## src/hdl/i2cled_pkg.sv

```systemverilog
package i2cled_pkg;

    // Register map of the LED driver.
    localparam int REG_COUNT      = 32;
    localparam int LED_COUNT      = 16;
    localparam int LEDS_PER_MODE  = 4;
    localparam int MODE_REG_COUNT = LED_COUNT / LEDS_PER_MODE;
    localparam int LED_IDX_W      = $clog2(LED_COUNT);
    localparam int MODE_IDX_W     = $clog2(MODE_REG_COUNT);
    localparam int PTR_W          = 5;

    localparam logic [PTR_W-1:0] PWM_BASE  = 5'h02;
    localparam logic [PTR_W-1:0] MODE_BASE = 5'h14;
    localparam logic [PTR_W-1:0] PTR_LAST  = 5'h1B;
    localparam logic [7:0]       PTR_MASK      = 8'h1F;
    localparam logic [7:0]       AUTO_INC_MASK = 8'hE0;
    localparam logic [7:0]       MODE_MASK     = 8'h03;

    // Bus event carried in s_tuser.
    typedef enum logic [1:0] {
        OP_START = 2'd0,
        OP_STOP  = 2'd1,
        OP_WRITE = 2'd2,
        OP_READ  = 2'd3
    } op_t;

    typedef enum logic [2:0] {
        ERR_NONE       = 3'd0,
        ERR_START_BUSY = 3'd1,
        ERR_READ_ADDR  = 3'd2,
        ERR_DATA_READ  = 3'd3,
        ERR_GROUP_MODE = 3'd4
    } err_t;

    typedef enum logic [1:0] {
        MODE_OFF   = 2'd0,
        MODE_FULL  = 2'd1,
        MODE_PWM   = 2'd2,
        MODE_GROUP = 2'd3
    } led_mode_t;

endpackage

```

## src/hdl/i2c_led_driver_register_slave.sv

```systemverilog
// Register slave of a 16-channel LED driver, fed with bus events (start, stop,
// write byte, read byte) one transaction at a time on the s_ stream, and
// answering every event with exactly one result transaction on the m_ stream.
// A start with the write bit opens the pointer phase; the first data byte
// loads the 5-bit register pointer and turns auto-increment on when any of
// its top three bits is set; later bytes are stored in the selected register,
// with the pointer advancing and wrapping to zero past 0x1B under
// auto-increment. A stop clears the pointer and auto-increment and returns to
// idle. Each result carries the acknowledge bit, an error code, and the mode
// and output value of the LED picked by led_index, as seen after the event.
// The block takes one transaction per clock cycle while the result stream is
// not stalled. An accepted event sits in the input register while the state
// update and LED lookup are worked out, and its result is then loaded into the
// result register, which drives m_tvalid and holds the result transaction
// until m_tready takes it. A stalled result holds the event behind it in the
// input register, and s_tready stays low only while both registers are full.
// Only the PWM registers (0x02..0x11) and the LED mode registers (0x14..0x17)
// are ever read back, so only those are kept in flip-flops; writes to any
// other register are acknowledged and dropped.
module i2c_led_driver_register_slave
    import i2cled_pkg::*;
(
    input  logic        aclk,
    input  logic        aresetn,

    input  logic        s_tvalid,
    output logic        s_tready,
    input  logic [15:0] s_tdata,   // rw_bit [0], data_byte [8:1], led_index [12:9]
    input  logic [1:0]  s_tuser,   // op [1:0]

    output logic        m_tvalid,
    input  logic        m_tready,
    output logic [15:0] m_tdata    // ack [0], error [3:1], led_mode [5:4], led_value [13:6]
);

    typedef enum logic [1:0] {
        PH_IDLE    = 2'd0,
        PH_POINTER = 2'd1,
        PH_WRITE   = 2'd2
    } phase_t;

    // Input register.
    logic                 in_valid_reg;
    op_t                  in_op_reg;
    logic                 in_rw_reg;
    logic [7:0]           in_data_reg;
    logic [LED_IDX_W-1:0] in_idx_reg;

    // Result register.
    logic       out_valid_reg;
    logic       out_ack_reg;
    err_t       out_err_reg;
    led_mode_t  out_mode_reg;
    logic [7:0] out_value_reg;

    // Bus state and the readable part of the register file.
    phase_t           phase_reg, phase_next;
    logic [PTR_W-1:0] ptr_reg, ptr_next;
    logic             auto_inc_reg, auto_inc_next;
    logic [7:0]       pwm_reg  [LED_COUNT];
    logic [7:0]       mode_reg [MODE_REG_COUNT];

    logic                  step;
    logic                  reg_wr;
    logic [PTR_W-1:0]      pwm_off;
    logic [PTR_W-1:0]      mode_off;
    logic                  pwm_wr;
    logic                  mode_wr;
    logic [PTR_W:0]        ptr_inc;
    logic                  ack_next;
    err_t                  ev_err;
    err_t                  err_next;
    logic [MODE_IDX_W-1:0] sel_mode_idx;
    logic [7:0]            sel_mode_byte;
    logic [7:0]            sel_pwm_byte;
    led_mode_t             mode_next;
    logic [7:0]            value_next;

    // The held event moves on whenever the result register is free or drains.
    assign step     = in_valid_reg && (!out_valid_reg || m_tready);
    assign s_tready = !in_valid_reg || step;

    assign m_tvalid = out_valid_reg;
    assign m_tdata  = {2'b00, out_value_reg, out_mode_reg, out_err_reg, out_ack_reg};

    // Register write decode for a data byte in the write phase.
    assign reg_wr   = step && (in_op_reg == OP_WRITE) && (phase_reg == PH_WRITE)
                      && ({1'b0, ptr_reg} < (PTR_W+1)'(REG_COUNT));
    assign pwm_off  = ptr_reg - PWM_BASE;
    assign mode_off = ptr_reg - MODE_BASE;
    assign pwm_wr   = reg_wr && (ptr_reg >= PWM_BASE)
                      && ({1'b0, pwm_off} < (PTR_W+1)'(LED_COUNT));
    assign mode_wr  = reg_wr && (ptr_reg >= MODE_BASE)
                      && ({1'b0, mode_off} < (PTR_W+1)'(MODE_REG_COUNT));
    assign ptr_inc  = {1'b0, ptr_reg} + (PTR_W+1)'(1);

    always_comb begin
        phase_next    = phase_reg;
        ptr_next      = ptr_reg;
        auto_inc_next = auto_inc_reg;
        ack_next      = 1'b0;
        ev_err        = ERR_NONE;
        case (in_op_reg)
            OP_START: begin
                ack_next = 1'b1;
                if (phase_reg == PH_POINTER || phase_reg == PH_WRITE) begin
                    ev_err = ERR_START_BUSY;
                end else if (in_rw_reg) begin
                    ev_err = ERR_READ_ADDR;
                end else begin
                    phase_next = PH_POINTER;
                end
            end
            OP_STOP: begin
                ptr_next      = '0;
                auto_inc_next = 1'b0;
                phase_next    = PH_IDLE;
            end
            OP_WRITE: begin
                ack_next = 1'b1;
                if (phase_reg == PH_POINTER) begin
                    auto_inc_next = |(in_data_reg & AUTO_INC_MASK);
                    ptr_next      = PTR_W'(in_data_reg & PTR_MASK);
                    phase_next    = PH_WRITE;
                end else if (phase_reg == PH_WRITE && auto_inc_reg) begin
                    if (ptr_inc > {1'b0, PTR_LAST}) begin
                        ptr_next = '0;
                    end else begin
                        ptr_next = ptr_inc[PTR_W-1:0];
                    end
                end
            end
            default: begin
                ev_err = ERR_DATA_READ;
            end
        endcase
    end

    // LED lookup on the register file as it stands after this event, so a
    // byte written by this very event is forwarded into the read.
    assign sel_mode_idx = in_idx_reg[LED_IDX_W-1:LED_IDX_W-MODE_IDX_W];

    always_comb begin
        if (mode_wr && (mode_off[MODE_IDX_W-1:0] == sel_mode_idx)) begin
            sel_mode_byte = in_data_reg;
        end else begin
            sel_mode_byte = mode_reg[sel_mode_idx];
        end
        if (pwm_wr && (pwm_off[LED_IDX_W-1:0] == in_idx_reg)) begin
            sel_pwm_byte = in_data_reg;
        end else begin
            sel_pwm_byte = pwm_reg[in_idx_reg];
        end
    end

    always_comb begin
        mode_next  = led_mode_t'(2'((sel_mode_byte >> {in_idx_reg[1:0], 1'b0}) & MODE_MASK));
        err_next   = ev_err;
        value_next = '0;
        case (mode_next)
            MODE_OFF: begin
                value_next = '0;
            end
            MODE_FULL: begin
                value_next = 8'd1;
            end
            MODE_PWM: begin
                value_next = sel_pwm_byte;
            end
            default: begin
                // Group dimming is not supported; report it unless the event
                // itself already failed.
                if (ev_err == ERR_NONE) begin
                    err_next = ERR_GROUP_MODE;
                end
            end
        endcase
    end

    always_ff @(posedge aclk) begin
        if (!aresetn) begin
            in_valid_reg  <= 1'b0;
            out_valid_reg <= 1'b0;
            phase_reg     <= PH_IDLE;
            ptr_reg       <= '0;
            auto_inc_reg  <= 1'b0;
            for (int i = 0; i < LED_COUNT; i++) begin
                pwm_reg[i] <= '0;
            end
            for (int i = 0; i < MODE_REG_COUNT; i++) begin
                mode_reg[i] <= '0;
            end
        end else begin
            if (s_tvalid && s_tready) begin
                in_valid_reg <= 1'b1;
                in_op_reg    <= op_t'(s_tuser[1:0]);
                in_rw_reg    <= s_tdata[0];
                in_data_reg  <= s_tdata[8:1];
                in_idx_reg   <= s_tdata[9 +: LED_IDX_W];
            end else if (step) begin
                in_valid_reg <= 1'b0;
            end

            if (step) begin
                out_valid_reg <= 1'b1;
                out_ack_reg   <= ack_next;
                out_err_reg   <= err_next;
                out_mode_reg  <= mode_next;
                out_value_reg <= value_next;
                phase_reg     <= phase_next;
                ptr_reg       <= ptr_next;
                auto_inc_reg  <= auto_inc_next;
            end else if (m_tready) begin
                out_valid_reg <= 1'b0;
            end

            if (pwm_wr) begin
                pwm_reg[pwm_off[LED_IDX_W-1:0]] <= in_data_reg;
            end
            if (mode_wr) begin
                mode_reg[mode_off[MODE_IDX_W-1:0]] <= in_data_reg;
            end
        end
    end

endmodule
```

## config.mk

```make
export PLATFORM = sky130hd
export DESIGN_NAME = i2c_led_driver_register_slave
export DESIGN_NICKNAME = d
export VERILOG_FILES = /design/src/hdl/i2cled_pkg.sv /design/src/hdl/i2c_led_driver_register_slave.sv
export SDC_FILE = /design/constraint.sdc
export NUM_CORES = 1
export LEC_CHECK = 0
export BUFFER_PORTS_ARGS = -buffer_cell sky130_fd_sc_hd__buf_4
export CAP_MARGIN = 30
export CORE_MARGIN = 8
export CORE_UTILIZATION = 50
export CTS_CLUSTER_SIZE = 8
export DETAILED_ROUTE_END_ITERATION = 7
export PLACE_DENSITY_LB_ADDON = 0.05
export SYNTH_ARGS = -nofsm -noshare
export SYNTH_HDL_FRONTEND = slang
export SYNTH_SLANG_ARGS = --single-unit
```

## constraint.sdc

```tcl
create_clock -name aclk -period 5.49 [get_ports aclk]
set_clock_uncertainty 0.2 [all_clocks]
set_input_delay 0.8235 -clock aclk [delete_from_list [all_inputs] [get_ports aclk]]
set_output_delay 0.8235 -clock aclk [all_outputs]
set_load 0.005 [all_outputs]
```

======== After elaboration in Yosys (flattened, before gate mapping) ========
Memory sizes are Yosys's and may differ from the RTL's. A register that Yosys moved wholly into a read port is not among the register bits.
Cells that the tools add are included.
cells by class
  $add $sub $neg .......................... 3
  order comparisons ....................... 5
  equal/unequal tests ..................... 12
  shift operators ......................... 1
  multiplexer cells ....................... 38
  reductions and logical operators ........ 34
operator list
  cell                   number
  $mux W8                4
  $pmux W8 S2            1
  $reduce_or A8 Y1       2
  $mux W1                15
  $mux W5                3
  $mux W2                7
  $logic_and A1 B1 Y1    11
  $pmux W5 S2            1
  $mux W4                2
  $shr A8 B3 Y2          1
  $add A5 B1 Y6 const B  1
  $eq A2 B1 Y1 const B   3
  $eq A2 B2 Y1 const B   3
  $gt A6 B5 Y1 const B   1
  $mux W3                2
  $pmux W2 S3            1
  $reduce_and A3 Y1      2
  $reduce_bool A2 Y1     3
  $reduce_or A3 Y1       2
  $ge A5 B2 Y1 const B   1
  $ge A5 B5 Y1 const B   1
  $lt A5 B3 Y1 const B   1
  $lt A5 B5 Y1 const B   1
  $reduce_and A5 Y1      1
  other kinds (16)       23
storage, ports and cells
  register bits after elaboration ......... 39
  RAM bits ................................ 160
  bits of input ports ..................... 22
  logic and storage cells ................. 108
  memories kept ........................... 2
memories
  name      words  bits a word  rd ports  clocked after Yosys merged registers in  write ports  line                                 source
  pwm_reg   16     8            1         1                                        16           i2c_led_driver_register_slave.sv:60  logic [7:0] pwm_reg [LED_COUNT];
  mode_reg  4      8            1         1                                        4            i2c_led_driver_register_slave.sv:61  logic [7:0] mode_reg [MODE_REG_COUNT];

======== Longest topological paths before layout ========
Gate-level depths: netlist of the first run.
  depth in word-level cells ............... 13
  depth in mapped cells ................... 11
  gate-level depth less buffers ........... 10

======== Least setup slack after synthesis of the first run ========
OpenSTA, ideal clock, no wires.
  path kind ............................... input to register
  start point ............................. in m_tready
  end point ............................... reg out_value_reg[0] (data pin)
  setup time .............................. 0.274 ns
  arrival time ............................ 2.944 ns
  path slack .............................. 2.072 ns
  stages on the path ...................... 9
  path through ............................ nand2b_1 -> and3_1 -> nand2_1 -> nor4b_2 -> mux4_1 -> inv_1 -> ha_1 -> nand2_1 -> o221ai_1
on the way
  longest elaborated chain between the ends .. 11
  elaborated cells on any way between the ends .. 16
RTL lines
  what                                                 line                                  source
  start: declaration                                   i2c_led_driver_register_slave.sv:32   input logic m_tready,
  $logic_or A1 B1 Y1 *                                 i2c_led_driver_register_slave.sv:80   assign step = in_valid_reg && (!out_valid_reg || m_tready);
  $logic_and A1 B1 Y1 *                                i2c_led_driver_register_slave.sv:80
  $logic_and A1 B1 Y1 * (2 in series)                  i2c_led_driver_register_slave.sv:87   assign reg_wr = step && (in_op_reg == OP_WRITE) && (phase_reg == PH_WRITE)
  $logic_and A1 B1 Y1 *                                i2c_led_driver_register_slave.sv:93   assign mode_wr = reg_wr && (ptr_reg >= MODE_BASE)
  $logic_and A1 B1 Y1 *                                i2c_led_driver_register_slave.sv:94   && ({1'b0, mode_off} < (PTR_W+1)'(MODE_REG_COUNT));
  $logic_and A1 B1 Y1 *                                i2c_led_driver_register_slave.sv:144  if (mode_wr && (mode_off[MODE_IDX_W-1:0] == sel_mode_idx)) begin
  $mux W8 *                                            i2c_led_driver_register_slave.sv:144
  $shr A8 B3 Y2 *                                      i2c_led_driver_register_slave.sv:157  mode_next = led_mode_t'(2'((sel_mode_byte >> {in_idx_reg[1:0], 1'b0}) & MODE_MASK));
  net mode_next[0]                                     i2c_led_driver_register_slave.sv:76   led_mode_t mode_next;
  $eq A2 B2 Y1 / $eq A2 B1 Y1 (equally long branches)  i2c_led_driver_register_slave.sv:160  case (mode_next)
  $pmux W8 S2 *                                        i2c_led_driver_register_slave.sv:160
  net value_next[0]                                    i2c_led_driver_register_slave.sv:77   logic [7:0] value_next;
  end signal: assignment                               i2c_led_driver_register_slave.sv:209  out_value_reg <= value_next;
  end: declaration                                     i2c_led_driver_register_slave.sv:54   logic [7:0] out_value_reg;
Mark *: on every way through the listed nets, which the timed path passes. The rest lies on a longest branch.
A chain may end at the register's enable or synchronous reset.

======== Worst setup path after layout of the first run ========
  start point ............................. reg ptr_reg[2]
  end point ............................... reg out_value_reg[0] (data pin)
on the way
  longest elaborated chain between the ends .. 8
  elaborated cells on any way between the ends .. 19
RTL lines
  what                                                        line                                                                      source
  start: declaration                                          i2c_led_driver_register_slave.sv:58                                       logic [PTR_W-1:0] ptr_reg, ptr_next;
  start signal: assignment                                    i2c_led_driver_register_slave.sv:211                                      ptr_reg <= ptr_next;
  $sub A5 B5 Y5 / $ge A5 B5 Y1 (equally long branches)        i2c_led_driver_register_slave.sv:90, i2c_led_driver_register_slave.sv:93
  $lt A5 B3 Y1 / $logic_and A1 B1 Y1 (equally long branches)  i2c_led_driver_register_slave.sv:94, i2c_led_driver_register_slave.sv:93
  $logic_and A1 B1 Y1 *                                       i2c_led_driver_register_slave.sv:94
  $logic_and A1 B1 Y1 *                                       i2c_led_driver_register_slave.sv:144
  $mux W8 *                                                   i2c_led_driver_register_slave.sv:144
  $shr A8 B3 Y2 *                                             i2c_led_driver_register_slave.sv:157
  net mode_next[0]                                            i2c_led_driver_register_slave.sv:76
  $eq A2 B2 Y1 / $eq A2 B1 Y1 (equally long branches)         i2c_led_driver_register_slave.sv:160
  $pmux W8 S2 *                                               i2c_led_driver_register_slave.sv:160
  net value_next[0]                                           i2c_led_driver_register_slave.sv:77
Marked as above.

==> results of run 1 <==
==> logic make-up after synthesis <==
| kind of cell | after synthesis |
|---|---|
| and+or+nand+nor | 271 |
| DFF | 203 |
| muxes | 71 |
| buffers and inverters | 63 |
| AOI/OAI and AO/OA | 53 |
| adders and majority gates | 17 |
| xor gates and xnor gates | 8 |
| other | 1 |
==> metrics by stage <==
step	power [mW]	setup slack, ns	cell area, sq um	hold WS (ns)	util, %
finish	3.54	1.61	10800	0.272	57.7
global route	3.65	1.33	10800	0.257	57.7
CTS	3.57	1.62	10700	0.252	57.5
detailed placement	2.02	1.50	9970	0.319	53.3
global placement	2.02	1.55	9900	0.311	52.9
floorplan	1.94	2.07	9540	0.300	-
==> power by group <==
| part | leakage, nW | total, mW | switching [mW] | internal [mW] |
|---|---|---|---|---|
| registers | 2.03 | 1.77 | 0.0285 | 1.74 |
| clock network | 0.373 | 1.55 | 0.606 | 0.945 |
| logic | 1.44 | 0.222 | 0.117 | 0.105 |
==> worst reg2reg max path, cell delays in order, from the launching register on <==
cell and delay [ns]:
dfxtp_1 0.47, inv_1 0.17, ha_1 0.30, nor4b_1 0.35, buf_4 0.26, nor4b_2 0.33
mux4_1 0.64, inv_1 0.12, ha_1 0.26, nand2_1 0.30, o221ai_1 0.19
==> final timing paths <==
check	end	slack (ns)	depth (start not counted)
worst max register to register	out_value_reg[0]	1.61	10
worst min-delay path	in_rw_reg	0.27	1
worst max-delay path	out_value_reg[0]	1.61	10
worst min register to register	phase_reg[0]	0.34	1
==> routing by layer <==
| metal | wire length, um | vias up | track usage, % |
|---|---|---|---|
| li1 | - | 2602 | - |
| met1 | 10300 | 2905 | 28.0 |
| met2 | 10400 | 239 | 29.8 |
| met3 | 1920 | 33 | 4.01 |
| met4 | 384 | 0 | 5.27 |
| met5 | 0 | - | 0 |
==> cell usage after synthesis (8+ instances only) <==
cell / count
dfxtp_1: 14
buf_2: 17
nand2_1: 58
mux2i_1: 18
and2_1: 31
o21ai_0: 21
a21oi_1: 8
edfxtp_1: 189
inv_1: 11
nor2b_1: 8
clkbuf_1: 22
mux4_1: 16
mux4_2: 33
ha_1: 17
and3_1: 12
nor2_1: 139
==> cells in the final DEF, fill, tap and decap left out, drive strengths merged, types with 8 or more instances in the layout <==
master	n
a21oi	8
and2	31
and3	12
buf	59
clkbuf	38
dfxtp	14
edfxtp	189
ha	17
inv	13
mux2i	18
mux4	49
nand2	58
nor2	139
nor2b	8
o21ai	22
==> area by class of cell <==
class,count,share of cell area [%]
inverters,12,0.418
flip-flops and latches,203,55.2
repair buffers,59,4.32
clock buffers,38,7.04
clock inverters,2,0.151
well taps,234,2.71
multi-input cells,422,30.1
==> metrics.cfg, run 1 <==
[final_layout]
instances_no_fill = 970
multi_input_area_sq_um = 3250
nNetsFinal = 766
fillers = 1488
layout.area.seq_sq_um = 5960
antenna_cells = 0
largest_reg_flops = 128
syn_to_final_growth_pct = 13.1
drive_gt1_share_pct = 18.6

[logic_synthesis]
synthFlopType = edfxtp_1
synthXorXnorAreaFrac_pct = 0.735
postSynthAreaPerCell_sq_um = 13.9
syn_area_sq_um = 9530
ys_warn_count = 0
yosysSeqAreaShare_pct = 62.5
yosysUniqueCellTypes = 58
synth_top_family_by_area = multiplexers
synth_area_leaders = edfxtp_1 (60%), mux4_2 (7.8%), nor2_1 (5.5%)
ys_ff_latch = 203
async_reset_ff_share_pct = 0
synth_top_area_share_pct = 59.5
synth_mux_area_share_pct = 14.6
synth_compound_area_share_pct = 3.57
syn_inst = 687
synthAdderAreaFrac_pct = 2.23
synthSimpleGateAreaFrac_pct = 12.9
synth_edf_count = 189
yosysTopAreaCell = edfxtp_1

[clocking]
clkLatencyLatePin_ns = 0.53
tritoncts = done
cts_buffer_depth = 3
cts_root_buffer = clkbuf_16
clk_pin_slew_worst_paths_ns = 0.05
cts_setup_buffers = 0
ctsHoldBuffers = 0
cts_num_sinks = 203
h-tree-depth = 1
cts_resized = 0
cts_buffers = 29

[placement]
hpwlAfterDp_mm = 15.6
routabilityCongestion = 0.896
port-buffer-count = 34
placedCellCount = 925

[timing]
rsz0062_at_grt = no
tns_ns = 0
tightest_slew_ns = 0.922
hold_violations = 0
period_share_pct = 70.7
slew_viol_final = 0
fin_crit_ns = 3.88
final-setup-viol-count = 0
fmax_ghz = 0.258
slew_headroom_pct = 38.2

[global_routing]
grt_use_total_pct = 19.6
grt-ovfl-total = 0
grt_max_degree = 37
antenna_found_initial = 0
grt_pass1_wl_mm = 34.8
grt_pass1_vias = 5732

[die]
initial_core_util_pct = 51.0
fp.dieH_um = 154
core_sq_um = 18700
num_io_pins = 40
die_w_um = 154
rows = 50
dieArea_sq_um = 23700

[worst_setup_path]
slowest_stage = mux4_1
crit_type = reg2reg
crit_buf_inv = 3
startpoint = ptr_reg[2]
cp_top_family = simple AND/OR/NAND/NOR gates
end_kind = flip-flop
r2r_start = ptr_reg[2]
crit_required_ns = 5.53
cp_cell_sequence = inv_1, ha_1, nor4b_1, buf_4, nor4b_2, mux4_1, inv_1, ha_1, nand2_1, o221ai_1
worstPathArrival_ns = 3.93
slowest_delay_ns = 0.64
start_kind = flip-flop
worstPathMaxFanout = 11

[route]
vias = 5779
ant_nets = 0
drt_iter0_markers = 644
routedWlPerCell_um = 23.7
routed_wirelength_mm = 23.0
routed_via_density = 5.96
drcViolationCount = 0
firstDrtPassIters = 5

[run_status]
status = complete, no violations

[job]
drv_cap = 0

[power]
irDropWorstVdd_v = 0.000247
power_density_nw_per_um2 = 329
total_leakage_power_nw = 3.85

[hold_path]
min_from = s_tdata[0]
min_path_type = in2reg

(Power assumes the default switching activity.)
==> run 2: changes to the inputs <==
Clock period 5.49 ns to 3.65 ns, I/O delays scaled along.
==> metrics.cfg, run 2 (synthesis results as in run 1) <==
[timing]
tightest_slew_ns = 0.866  ; -0.0551 ns
tns_ns = 0  ; unchanged
final-setup-viol-count = 0  ; unchanged
rsz0062_at_grt = no
slew_headroom_pct = 42.2  ; +4.1 points
hold_violations = 0  ; unchanged
slew_viol_final = 0  ; unchanged
fin_ws_ns = 0.329  ; -1.28 ns
period_share_pct = 91.0  ; +20 points
fmax_ghz = 0.301  ; +17%
fin_crit_ns = 3.32  ; -0.561 ns

[placement]
dp_slack_ns = 0.183  ; -1.31 ns
port-buffer-count = 34  ; unchanged
hpwlAfterDp_mm = 15.6  ; -0.31%
place_area_sq_um = 10100  ; +1.6%
routabilityCongestion = 0.799  ; -11%

[final_layout]
drive_gt1_share_pct = 19.9  ; +1.3 points
post-route-cell-area_sq_um = 11100  ; +3.1%
utilization_pct = 59.4  ; +1.8 points
layout_common_cells = edfxtp_1 (189), nor2_1 (139), buf_4 (76)
nNetsFinal = 799  ; +4.3%
final_common_cell = edfxtp_1
largest_reg_flops = 128  ; unchanged
antenna_cells = 0  ; unchanged
syn_to_final_growth_pct = 16.6

[die]
num_io_pins = 40  ; unchanged
fp.dieH_um = 154  ; unchanged
rows = 50  ; unchanged
core_sq_um = 18700  ; unchanged
dieArea_sq_um = 23700  ; unchanged
die_w_um = 154  ; unchanged
initial_core_util_pct = 51.0  ; unchanged

[power]
irDropWorstVdd_v = 0.000373  ; +51%
total_leakage_power_nw = 4.02  ; +4.3%
power_density_nw_per_um2 = 491  ; +49%

[route]
routed_wirelength_mm = 23.9  ; +4.1%
drt_iter0_markers = 703  ; +9.2%
vias = 5881  ; +1.8%
drcViolationCount = 0  ; unchanged
routedWlPerCell_um = 23.5  ; -0.66%
firstDrtPassIters = 5  ; unchanged
routed_via_density = 5.79  ; -2.8%
ant_nets = 0  ; unchanged

[clocking]
h-tree-depth = 1  ; unchanged
cts_buffers = 29  ; unchanged
cts_buffer_depth = 3  ; unchanged
tritoncts = done
cts_root_buffer = clkbuf_16
cts_num_sinks = 203  ; unchanged
clkLatencyLatePin_ns = 0.54  ; about the same
clk_pin_slew_worst_paths_ns = 0.05  ; about the same
cts_setup_buffers = 0  ; unchanged

[worst_setup_path]
start_kind = flip-flop
worstPathArrival_ns = 3.40  ; -0.53 ns
rr_worst_depth = 11  ; +1
slowest_stage = mux4_1
crit_required_ns = 3.73  ; -1.80 ns
crit_type = reg2reg
slowest_delay_ns = 0.64  ; about the same
end_kind = flip-flop
worstPathMaxFanout = 7  ; -4
cp_cell_sequence = inv_1, ha_1, and3_1, nand2_1, nor4b_2, mux4_1, inv_1, ha_1, nand2_1, buf_4, nor2_1

[global_routing]
grt_pass1_vias = 6035  ; +5.3%
grt_max_degree = 33  ; -11%
grt_use_total_pct = 20.4  ; +0.82 points
grt-ovfl-total = 0  ; unchanged
antenna_found_initial = 0  ; unchanged
grt_pass1_wl_mm = 36.0  ; +3.5%

[hold_path]
hold_depth = 3  ; +2
min_path_type = in2reg

[run_status]
status = complete, no violations

[job]
drv_cap = 0  ; unchanged

[run 2: through the flow]
stage,power (mW),std cells,hold slack (ns)
2_1_floorplan,2.92,688,0.300
3_3_place_gp,3.05,948,0.315
3_5_place_dp,3.06,948,0.334
4_1_cts,5.50,1016,0.0461
5_1_grt,5.61,1016,0.0685
6_report,5.45,1016,0.0541
[run 2: worst paths after layout]
check / to / slack, ns / start
setup / recovery: out_value_reg[2] / 0.33 / in_op_reg[0]
hold / removal: in_valid_reg / 0.05 / s_tvalid
setup reg to reg: out_value_reg[2] / 0.33 / in_op_reg[0]
hold reg to reg: phase_reg[0] / 0.34 / phase_reg[0]
[run 2: routing by layer]
layer | track usage, % | vias to the layer above | wire (um)
met3 | 3.73 | 33 | 1900
met5 | 0 | - | 0
met4 | 4.85 | 0 | 461
li1 | - | 2675 | -
met1 | 27.1 | 2926 | 10000
met2 | 34.1 | 247 | 11500
[run 2: area by class of cell]
cell class	instances	area [sq um]
clock buffer	51	808
clock inverter	2	16.3
fill	1492	7590
inverter	12	45.0
multi-input combinational	422	3250
sequential	203	5960
tap	234	293
timing repair buffer	92	741
[run 2: repair_timing]
item,4_1_cts,5_1_grt
hold buffers,15,0
endpoints found under the setup margin,0,3
endpoints found under the hold margin,15,0
resized for setup,0,1
[run 2: power breakdown]
part / internal, mW / switching, mW
registers: 2.62 / 0.0524
logic: 0.177 / 0.177
clock network: 1.48 / 0.949
total: 4.28 / 1.18
[run 2: critical path: cells and delay by family (launching register included)]
family / cells / cell delay (ns)
simple gates: 5 / 0.99
mux: 1 / 0.64
fa+ha+maj: 2 / 0.49
buf+inv: 3 / 0.39
flops: 1 / 0.34
